File: src/rtl/core/dkmpq_pkg.sv
package dkmpq_pkg;
	localparam logic [2:0] ST_INSERTED = 3'd0;
	localparam logic [2:0] ST_LOWERED  = 3'd1;
	localparam logic [2:0] ST_IGNORED  = 3'd2;
	localparam logic [2:0] ST_POPPED   = 3'd3;
	localparam logic [2:0] ST_EMPTY    = 3'd4;
	localparam logic [2:0] ST_FULL     = 3'd5;

	localparam logic CMD_UPDATE = 1'b0;
	localparam logic CMD_POP    = 1'b1;

	// Controller to datapath.
	typedef struct packed {
		logic load;   // capture incoming beat, start scan at slot 0
		logic scan;   // examine one slot, advance index
		logic commit; // apply the scan result to the slot store and result registers
	} dp_cmd_t;

	// Datapath to controller.
	typedef struct packed {
		logic scan_last; // current slot is the last one
		logic hit;       // update: key found early, scan may stop
	} dp_stat_t;
endpackage

File: src/rtl/core/dkmpq_ctrl.sv
module dkmpq_ctrl
	import dkmpq_pkg::*;
(
	input  logic     clk,
	input  logic     arst_n,
	input  logic     in_valid,
	output logic     in_stall,
	output logic     out_valid,
	input  logic     out_stall,
	input  dp_stat_t stat,
	output dp_cmd_t  cmd
);
	localparam logic [1:0] S_IDLE = 2'd0;
	localparam logic [1:0] S_SCAN = 2'd1;
	localparam logic [1:0] S_WAIT = 2'd2;
	localparam logic [1:0] S_DONE = 2'd3;

	logic [1:0] state_q;
	logic       out_valid_q;

	// Accept while idle; the result register frees as soon as the beat leaves.
	assign in_stall  = (state_q != S_IDLE) || (out_valid_q && out_stall);
	assign out_valid = out_valid_q;

	always_comb begin
		cmd.load   = (state_q == S_IDLE) && in_valid && !in_stall;
		cmd.scan   = (state_q == S_SCAN);
		cmd.commit = (state_q == S_DONE) && !(out_valid_q && out_stall);
	end

	always_ff @(posedge clk or negedge arst_n) begin
		if (!arst_n) begin
			state_q     <= S_IDLE;
			out_valid_q <= 1'b0;
		end else begin
			if (cmd.commit)
				out_valid_q <= 1'b1;
			else if (out_valid_q && !out_stall)
				out_valid_q <= 1'b0;
			unique case (state_q)
				S_IDLE: if (cmd.load) state_q <= S_SCAN;
				// Stop on a key hit; after the last read, wait for its compare.
				S_SCAN: begin
					if (stat.hit)
						state_q <= S_DONE;
					else if (stat.scan_last)
						state_q <= S_WAIT;
				end
				S_WAIT: state_q <= S_DONE;
				S_DONE: if (cmd.commit) state_q <= S_IDLE;
			endcase
		end
	end
endmodule

File: src/rtl/core/dkmpq_dp.sv
module dkmpq_dp
	import dkmpq_pkg::*;
#(
	parameter int CAPACITY    = 64,
	parameter int KEY_BITS    = 32,
	parameter int WEIGHT_BITS = 32
) (
	input  logic                   clk,
	input  logic                   arst_n,
	input  dp_cmd_t                cmd,
	output dp_stat_t               stat,
	input  logic                   in_command,
	input  logic [KEY_BITS-1:0]    in_key,
	input  logic [WEIGHT_BITS-1:0] in_weight,
	output logic [2:0]             status,
	output logic [31:0]            popped_key,
	output logic [31:0]            popped_weight,
	output logic [6:0]             occupancy
);
	localparam int IW = $clog2(CAPACITY);
	localparam int CW = $clog2(CAPACITY + 1);

	logic [KEY_BITS-1:0]    slot_key_q    [CAPACITY];
	logic [WEIGHT_BITS-1:0] slot_weight_q [CAPACITY];
	logic [CAPACITY-1:0]    slot_valid_q;
	logic [CW-1:0]          count_q;

	logic                   cmd_q;
	logic [KEY_BITS-1:0]    key_q;
	logic [WEIGHT_BITS-1:0] weight_q;
	logic [IW-1:0]          idx_q;
	logic                   found_q;   // key match or pop candidate held
	logic [IW-1:0]          found_idx_q;
	logic [KEY_BITS-1:0]    best_key_q;
	logic [WEIGHT_BITS-1:0] best_w_q;
	logic                   free_ok_q;
	logic [IW-1:0]          free_idx_q;

	logic [2:0]             status_q;
	logic [KEY_BITS-1:0]    pk_q;
	logic [WEIGHT_BITS-1:0] pw_q;
	logic [CW-1:0]          occ_q;

	// Registered slot read, compared in the cycle after the read is issued.
	logic                   scan_s1;
	logic [IW-1:0]          idx_s1;
	logic                   rd_v_s1;
	logic [KEY_BITS-1:0]    rd_k_s1;
	logic [WEIGHT_BITS-1:0] rd_w_s1;
	logic                   cmp_en;
	logic                   match;
	logic                   better;

	// Drop compares that trail a key hit.
	assign cmp_en = scan_s1 && !(cmd_q == CMD_UPDATE && found_q);
	assign match  = rd_v_s1 && (rd_k_s1 == key_q);
	assign better = rd_v_s1 && (!found_q || rd_w_s1 < best_w_q ||
		(rd_w_s1 == best_w_q && rd_k_s1 < best_key_q));

	assign stat.scan_last = (idx_q == IW'(CAPACITY - 1));
	assign stat.hit       = cmp_en && (cmd_q == CMD_UPDATE) && match;

	always_ff @(posedge clk) begin
		if (cmd.load) begin
			cmd_q    <= in_command;
			key_q    <= in_key;
			weight_q <= in_weight;
		end
		if (cmd.scan) begin
			rd_k_s1 <= slot_key_q[idx_q];
			rd_w_s1 <= slot_weight_q[idx_q];
			rd_v_s1 <= slot_valid_q[idx_q];
			idx_s1  <= idx_q;
		end
		if (cmp_en && cmd_q == CMD_POP && better) begin
			best_key_q <= rd_k_s1;
			best_w_q   <= rd_w_s1;
		end
		if (cmp_en && cmd_q == CMD_UPDATE && match)
			best_w_q <= rd_w_s1;
		if (cmp_en && !rd_v_s1 && !free_ok_q)
			free_idx_q <= idx_s1;
		if (cmp_en && ((cmd_q == CMD_POP && better) ||
				(cmd_q == CMD_UPDATE && match)))
			found_idx_q <= idx_s1;
		if (cmd.commit) begin
			if (cmd_q == CMD_POP) begin
				if (found_q) begin
					status_q <= ST_POPPED;
					pk_q     <= best_key_q;
					pw_q     <= best_w_q;
				end else begin
					status_q <= ST_EMPTY;
					pk_q     <= '0;
					pw_q     <= '0;
				end
			end else begin
				pk_q <= '0;
				pw_q <= '0;
				if (found_q) begin
					if (weight_q < best_w_q) begin
						status_q <= ST_LOWERED;
						slot_weight_q[found_idx_q] <= weight_q;
					end else begin
						status_q <= ST_IGNORED;
					end
				end else if (free_ok_q && count_q < CW'(CAPACITY)) begin
					status_q <= ST_INSERTED;
					slot_key_q[free_idx_q]    <= key_q;
					slot_weight_q[free_idx_q] <= weight_q;
				end else begin
					status_q <= ST_FULL;
				end
			end
		end
	end

	always_ff @(posedge clk or negedge arst_n) begin
		if (!arst_n) begin
			slot_valid_q <= '0;
			count_q      <= '0;
			occ_q        <= '0;
			idx_q        <= '0;
			found_q      <= 1'b0;
			free_ok_q    <= 1'b0;
			scan_s1      <= 1'b0;
		end else begin
			scan_s1 <= cmd.scan;
			if (cmd.load) begin
				idx_q     <= '0;
				found_q   <= 1'b0;
				free_ok_q <= 1'b0;
			end
			if (cmd.scan && !stat.scan_last)
				idx_q <= idx_q + 1'b1;
			if (cmp_en) begin
				if (!rd_v_s1)
					free_ok_q <= 1'b1;
				if ((cmd_q == CMD_POP && better) || (cmd_q == CMD_UPDATE && match))
					found_q <= 1'b1;
			end
			if (cmd.commit) begin
				if (cmd_q == CMD_POP) begin
					if (found_q) begin
						slot_valid_q[found_idx_q] <= 1'b0;
						count_q <= count_q - 1'b1;
						occ_q   <= count_q - 1'b1;
					end else begin
						occ_q <= count_q;
					end
				end else if (!found_q && free_ok_q && count_q < CW'(CAPACITY)) begin
					slot_valid_q[free_idx_q] <= 1'b1;
					count_q <= count_q + 1'b1;
					occ_q   <= count_q + 1'b1;
				end else begin
					occ_q <= count_q;
				end
			end
		end
	end

	assign status        = status_q;
	assign popped_key    = 32'(pk_q);
	assign popped_weight = 32'(pw_q);
	assign occupancy     = 7'(occ_q);
endmodule

File: src/rtl/core/decrease_key_min_priority_queue.sv
// Sequencing: each slot read is registered and compared in the next cycle;
// an update scan stops at a key hit, while a pop always scans every slot.
// One item at a time: a new beat is taken once the block is idle, which can
// be in the cycle the result appears unless out_stall holds the result.
// Reset: arst_n clears slot valid bits, entry count, occupancy, output valid,
// control state, scan index and flags; slot contents and results stay as is.
module decrease_key_min_priority_queue
	import dkmpq_pkg::*;
#(
	parameter int CAPACITY    = 64,
	parameter int KEY_BITS    = 32,
	parameter int WEIGHT_BITS = 32
) (
	input  logic                   clk,
	input  logic                   arst_n,
	input  logic                   in_valid,
	output logic                   in_stall,
	input  logic                   command,
	input  logic [KEY_BITS-1:0]    key,
	input  logic [WEIGHT_BITS-1:0] weight,
	output logic                   out_valid,
	input  logic                   out_stall,
	output logic [2:0]             status,
	output logic [31:0]            popped_key,
	output logic [31:0]            popped_weight,
	output logic [6:0]             occupancy
);
	dp_cmd_t  cmd;
	dp_stat_t stat;

	// Sequence each beat: load, scan slots, commit into the result register.
	dkmpq_ctrl u_ctrl (
		.clk       (clk),
		.arst_n    (arst_n),
		.in_valid  (in_valid),
		.in_stall  (in_stall),
		.out_valid (out_valid),
		.out_stall (out_stall),
		.stat      (stat),
		.cmd       (cmd)
	);

	// Hold the slot store and compare one slot per cycle.
	dkmpq_dp #(
		.CAPACITY    (CAPACITY),
		.KEY_BITS    (KEY_BITS),
		.WEIGHT_BITS (WEIGHT_BITS)
	) u_dp (
		.clk           (clk),
		.arst_n        (arst_n),
		.cmd           (cmd),
		.stat          (stat),
		.in_command    (command),
		.in_key        (key),
		.in_weight     (weight),
		.status        (status),
		.popped_key    (popped_key),
		.popped_weight (popped_weight),
		.occupancy     (occupancy)
	);
endmodule

File: config.mk
export PLATFORM = sky130hd
export DESIGN_NAME = decrease_key_min_priority_queue
export DESIGN_NICKNAME = d
export VERILOG_FILES = /design/src/rtl/core/dkmpq_pkg.sv /design/src/rtl/core/dkmpq_ctrl.sv /design/src/rtl/core/dkmpq_dp.sv /design/src/rtl/core/decrease_key_min_priority_queue.sv
export SDC_FILE = /design/constraint.sdc
export NUM_CORES = 2
export LEC_CHECK = 0
export BUFFER_PORTS_ARGS = -buffer_cell sky130_fd_sc_hd__buf_2
export CAP_MARGIN = 25
export CORE_ASPECT_RATIO = 1.25
export CORE_MARGIN = 3
export CORE_UTILIZATION = 60
export CTS_CLUSTER_DIAMETER = 60
export DETAILED_ROUTE_END_ITERATION = 10
export PLACE_DENSITY = 0.76
export SLEW_MARGIN = 30
export SYNTH_ARGS = -nofsm -noshare
export SYNTH_HDL_FRONTEND = slang
export SYNTH_HIERARCHICAL = 1
export SYNTH_SLANG_ARGS = --single-unit
File: constraint.sdc
create_clock -name clk -period 8.55 [get_ports clk]
set_input_delay 1.71 -clock clk [delete_from_list [all_inputs] [get_ports clk]]
set_output_delay 1.71 -clock clk [all_outputs]
set_load 0.01 [all_outputs]
==> flow_results.xml <==
<?xml version="1.0" encoding="UTF-8"?>
<metrics>
  <group name="outcome">
    <metric name="run_status" unit="">completed</metric>
  </group>
  <group name="cts">
    <metric name="cts_tree" unit="">done</metric>
    <metric name="clock_path_buffers" unit="">4</metric>
    <metric name="cts.hold.buffers_added" unit="">0</metric>
    <metric name="htreeDepth" unit="">5</metric>
    <metric name="clock_sinks" unit="">4458</metric>
    <metric name="cts_repair_resize_count" unit="">0</metric>
    <metric name="cts.reportedPaths.clkPinSlew" unit="ns">0.07</metric>
    <metric name="clk_latency_worst_skew_pair" unit="ns">0.95</metric>
    <metric name="post-cts-setup-buffers" unit="">0</metric>
    <metric name="cts_made_buffers" unit="">411</metric>
    <metric name="clock-root-buffer" unit="">sky130_fd_sc_hd__clkbuf_16</metric>
  </group>
  <group name="power">
    <metric name="share_of_power_burned_in_registers" unit="%">44.6</metric>
    <metric name="swShare" unit="%">29.0</metric>
    <metric name="power_frac_comb" unit="%">23.0</metric>
    <metric name="intPower" unit="mW">40.0</metric>
    <metric name="clkPwrFrac" unit="%">32.4</metric>
    <metric name="cellPowerDensity" unit="nW/um2">290</metric>
    <metric name="total_leakage_power" unit="nW">60.4</metric>
    <metric name="switchingPower" unit="mW">16.3</metric>
    <metric name="irDropWorstVdd" unit="uV">275</metric>
  </group>
  <group name="synthesis">
    <metric name="synth-seq-cells" unit="">4458</metric>
    <metric name="synth.yosys.seq_area_share" unit="%">78.0</metric>
    <metric name="yosysTopAreaCellShare" unit="%">76.8</metric>
    <metric name="dominantRegCellSynth" unit="">sky130_fd_sc_hd__edfxtp_1</metric>
    <metric name="count_of_synthesis_stage_warnings_from_yosys" unit="">6</metric>
    <metric name="post_synth_inst_count" unit="">7047</metric>
    <metric name="synth_top_cell_by_area" unit="">sky130_fd_sc_hd__edfxtp_1</metric>
    <metric name="syn-num-nets" unit="">7221</metric>
    <metric name="synth_area_leaders" unit="">sky130_fd_sc_hd__edfxtp_1, sky130_fd_sc_hd__mux4_2, sky130_fd_sc_hd__dfrtp_1</metric>
    <metric name="postSynthAreaPerCell" unit="um2">24.3</metric>
    <metric name="synth.cell_area" unit="um2">171000</metric>
    <metric name="ffs_w_async_s_r_synth" unit="%">1.86</metric>
    <metric name="yosysUniqueCellTypes" unit="">59</metric>
    <metric name="synth_enable_flop_cells" unit="">4375</metric>
  </group>
  <group name="cells_and_area">
    <metric name="layout-drive-gt1-share" unit="%">32.6</metric>
    <metric name="final_design_area_no_fill" unit="um2">194000</metric>
    <metric name="synthToLayoutAreaGrowth" unit="%">13.4</metric>
    <metric name="final_util" unit="%">68.6</metric>
    <metric name="layout.nets" unit="">7763</metric>
  </group>
  <group name="route">
    <metric name="avgViaCountPerCell" unit="">7.34</metric>
    <metric name="drc_errors" unit="">0</metric>
    <metric name="finalWirelength" unit="mm">506</metric>
    <metric name="drt-wirelength-per-cell" unit="um">43.3</metric>
    <metric name="detailroute.via_count" unit="">85881</metric>
    <metric name="detailedRoute.firstPassIterationCount" unit="">7</metric>
    <metric name="drt.antenna.violating_nets" unit="">0</metric>
    <metric name="drtIter0Drc" unit="">14338</metric>
  </group>
  <group name="timing">
    <metric name="setup_viol_count_final" unit="">0</metric>
    <metric name="hold_violations" unit="">0</metric>
    <metric name="finClkSkew" unit="ns">0.0865</metric>
    <metric name="timing.fmax" unit="MHz">178</metric>
    <metric name="fin_tns_setup" unit="ns">0</metric>
    <metric name="timing.final.max_slew_violations" unit="">0</metric>
    <metric name="timing.max_slew.rel_slack" unit="%">29.5</metric>
    <metric name="slew_worst_pin" unit="ns">1.06</metric>
    <metric name="finalWorstPathRequiredPeriod" unit="ns">5.62</metric>
    <metric name="rsz_0062_raised_after_global_routing" unit="">no</metric>
    <metric name="final_min_period_over_clock_period" unit="%">65.7</metric>
  </group>
  <group name="grt">
    <metric name="antenna_found_initial" unit="">74</metric>
    <metric name="total_congestion_overflow_after_global_routing" unit="">0</metric>
    <metric name="via_count_of_the_first_global_routing_pass" unit="">84848</metric>
    <metric name="groute.usage.overall" unit="%">34.7</metric>
    <metric name="global_route_wire_length_before_repair" unit="mm">696</metric>
    <metric name="maximum_number_of_pins_on_one_net_before_global_route_repair" unit="">133</metric>
  </group>
  <group name="floorplanning">
    <metric name="horiz_die_dim" unit="um">484</metric>
    <metric name="core_area" unit="um2">283000</metric>
    <metric name="die_height" unit="um">603</metric>
    <metric name="rows" unit="">218</metric>
    <metric name="number_of_i_o_pins" unit="">145</metric>
    <metric name="die-area" unit="um2">292000</metric>
    <metric name="initial_utilization" unit="%">60.4</metric>
  </group>
  <group name="min_path">
    <metric name="worst_hold_path_type" unit="">reg2reg</metric>
  </group>
  <group name="worst_setup_path">
    <metric name="critical_path.startpoint_type" unit="">primary input</metric>
    <metric name="cp_data_required_time" unit="ns">9.12</metric>
    <metric name="maximum_fanout_encountered_on_the_critical_timing_path" unit="">38</metric>
    <metric name="crit_type" unit="">in2reg</metric>
    <metric name="worstPathArrival" unit="ns">6.19</metric>
    <metric name="rrSetupSlack" unit="ns">3.16</metric>
    <metric name="worstSetupEndpointType" unit="">register</metric>
  </group>
  <group name="place">
    <metric name="numPortBuffers" unit="">144</metric>
    <metric name="place_congestion" unit="">0.942</metric>
    <metric name="detailed_place_hpwl" unit="mm">302</metric>
    <metric name="post_dp_cell_area" unit="um2">181000</metric>
  </group>
  <group name="job">
    <metric name="timing.max_cap.violations" unit="">0</metric>
  </group>
</metrics>
[worst max-delay path, stage by stage]
cell                       delay, ns
sky130_fd_sc_hd__buf_2          0.12
sky130_fd_sc_hd__nand2_1        0.12
sky130_fd_sc_hd__and2_4         0.52
sky130_fd_sc_hd__inv_1          0.24
sky130_fd_sc_hd__nor2_2         0.82
sky130_fd_sc_hd__buf_4          0.36
sky130_fd_sc_hd__nand4b_1       0.79
sky130_fd_sc_hd__nor2_4         0.90
sky130_fd_sc_hd__buf_4          0.50
[metrics by stage]
step                      power [mW]  setup WS (ns)  hold WS, ns  std cells
after floorplan                 32.8          0.506        0.421       7047
after global placement          37.8           2.43        0.429      10811
after detailed placement        37.9           2.21        0.430      10913
after CTS                       56.0           3.02        0.446      11657
after global routing            57.2           2.90        0.468      11673
final                           56.3           2.93        0.438      11704
[path summary, 6_finish.rpt]
kind                                   from                     end  cells after the start
setup / recovery                  out_stall  u_dp/slot_key_q[28][4]                      9
min in group asynchronous            arst_n           u_dp/idx_q[0]                      1
setup reg to reg           u_dp/rd_w_s1[15]       u_dp/best_w_q[24]                      8
hold reg to reg            u_dp/rd_w_s1[25]       u_dp/best_w_q[25]                      0
max in group asynchronous            arst_n   u_dp/slot_valid_q[38]                      2
hold / removal             u_dp/rd_w_s1[25]       u_dp/best_w_q[25]                      0
[flip-flops by register name, summed over array words and instances (netlist names), 7 cells and up]
name / flops
u_dp/best_key_q: 32
u_dp/best_w_q: 32
u_dp/key_q: 32
u_dp/occupancy: 7
u_dp/popped_key: 32
u_dp/popped_weight: 32
u_dp/rd_k_s1: 32
u_dp/rd_w_s1: 32
u_dp/slot_key_q: 2048
u_dp/slot_valid_q: 64
u_dp/slot_weight_q: 2048
u_dp/weight_q: 32
[cells by family (layout without fill, tap and decap cells)]
| family | Yosys count | after routing | synth area share [%] |
|---|---|---|---|
| muxes | 1369 | 1369 | 18.0 |
| other | 0 | 44 | 0 |
| and+or+nand+nor | 398 | 398 | 1.16 |
| xor gates and xnor gates | 40 | 40 | 0.205 |
| buffers and inverters | 433 | 1306 | 1.00 |
| adders and majority gates | 105 | 105 | 0.772 |
| DFF | 4458 | 4458 | 78.0 |
| AOI/OAI and AO/OA | 244 | 244 | 0.896 |
[cells in the mapped netlist, drive strengths merged (4+ instances only)]
| library cell | instances |
|---|---|
| o21a | 5 |
| a2111oi | 4 |
| a211oi | 6 |
| xor2 | 6 |
| a31oi | 4 |
| and3 | 70 |
| nor2 | 120 |
| clkbuf | 234 |
| nand3 | 42 |
| mux4 | 1365 |
| nor3 | 13 |
| edfxtp | 4375 |
| nor4 | 9 |
| buf | 122 |
| nand4 | 28 |
| a21o | 15 |
| xnor2 | 34 |
| nor2b | 6 |
| a21oi | 125 |
| o21ai | 31 |
| dfrtp | 83 |
| nand2b | 10 |
| inv | 77 |
| nand2 | 71 |
| o32a | 4 |
| ha | 104 |
| nand3b | 9 |
| or2 | 5 |
| o22a | 24 |
| a2bb2oi | 9 |
[cell type report]
cell class / instances / area, um2
diodes: 44 / 110
clock buffers: 507 / 10800
clock inverters: 237 / 2300
fillers: 15928 / 89000
inverters: 77 / 289
multi-input cells: 2156 / 37300
flip-flops and latches: 4458 / 133000
well taps: 3740 / 4680
repair buffers: 485 / 5260
[per-layer routing]
metal	wire [um]	GRT usage, %	up-vias
li1	-	-	31547
met5	389	0	-
met2	245000	55.1	7644
met3	60100	9.22	1633
met1	156000	42.3	45009
met4	45100	23.9	48
[placed cells by master (no fill, tap or decap), types with 7 or more instances in the layout]
cell / count
sky130_fd_sc_hd__nor4_1: 7
sky130_fd_sc_hd__edfxtp_1: 4375
sky130_fd_sc_hd__nor2_1: 57
sky130_fd_sc_hd__xnor2_1: 34
sky130_fd_sc_hd__buf_8: 29
sky130_fd_sc_hd__nand3_1: 42
sky130_fd_sc_hd__nor2_4: 62
sky130_fd_sc_hd__inv_1: 77
sky130_fd_sc_hd__clkinvlp_4: 14
sky130_fd_sc_hd__clkinv_1: 89
sky130_fd_sc_hd__buf_16: 73
sky130_fd_sc_hd__o22a_1: 24
sky130_fd_sc_hd__nand3b_1: 9
sky130_fd_sc_hd__nand2b_1: 10
sky130_fd_sc_hd__nor3_1: 10
sky130_fd_sc_hd__mux4_2: 1365
sky130_fd_sc_hd__nand2_1: 69
sky130_fd_sc_hd__buf_2: 143
sky130_fd_sc_hd__buf_12: 21
sky130_fd_sc_hd__clkinv_8: 8
sky130_fd_sc_hd__buf_4: 211
sky130_fd_sc_hd__a2bb2oi_1: 9
sky130_fd_sc_hd__and3_1: 69
sky130_fd_sc_hd__o21ai_0: 27
sky130_fd_sc_hd__dfrtp_1: 76
sky130_fd_sc_hd__clkinv_2: 69
sky130_fd_sc_hd__diode_2: 44
sky130_fd_sc_hd__inv_6: 11
sky130_fd_sc_hd__buf_6: 8
sky130_fd_sc_hd__clkbuf_16: 415
sky130_fd_sc_hd__a21o_1: 15
sky130_fd_sc_hd__a21oi_1: 60
sky130_fd_sc_hd__bufinv_16: 39
sky130_fd_sc_hd__a21oi_4: 64
sky130_fd_sc_hd__clkbuf_1: 90
sky130_fd_sc_hd__ha_1: 103
sky130_fd_sc_hd__nand4_1: 28
[power by group through the flow]
| stage | Combinational [mW] | Clock [mW] | Sequential, mW |
|---|---|---|---|
| floorplan | 7.34 | 0 | 25.4 |
| global placement | 12.2 | 0 | 25.5 |
| detailed placement | 12.4 | 0 | 25.6 |
| CTS | 12.6 | 18.3 | 25.1 |
| global route | 13.0 | 19.1 | 25.1 |
| finish | 12.9 | 18.2 | 25.1 |
Power figures use the tool's default switching activity.
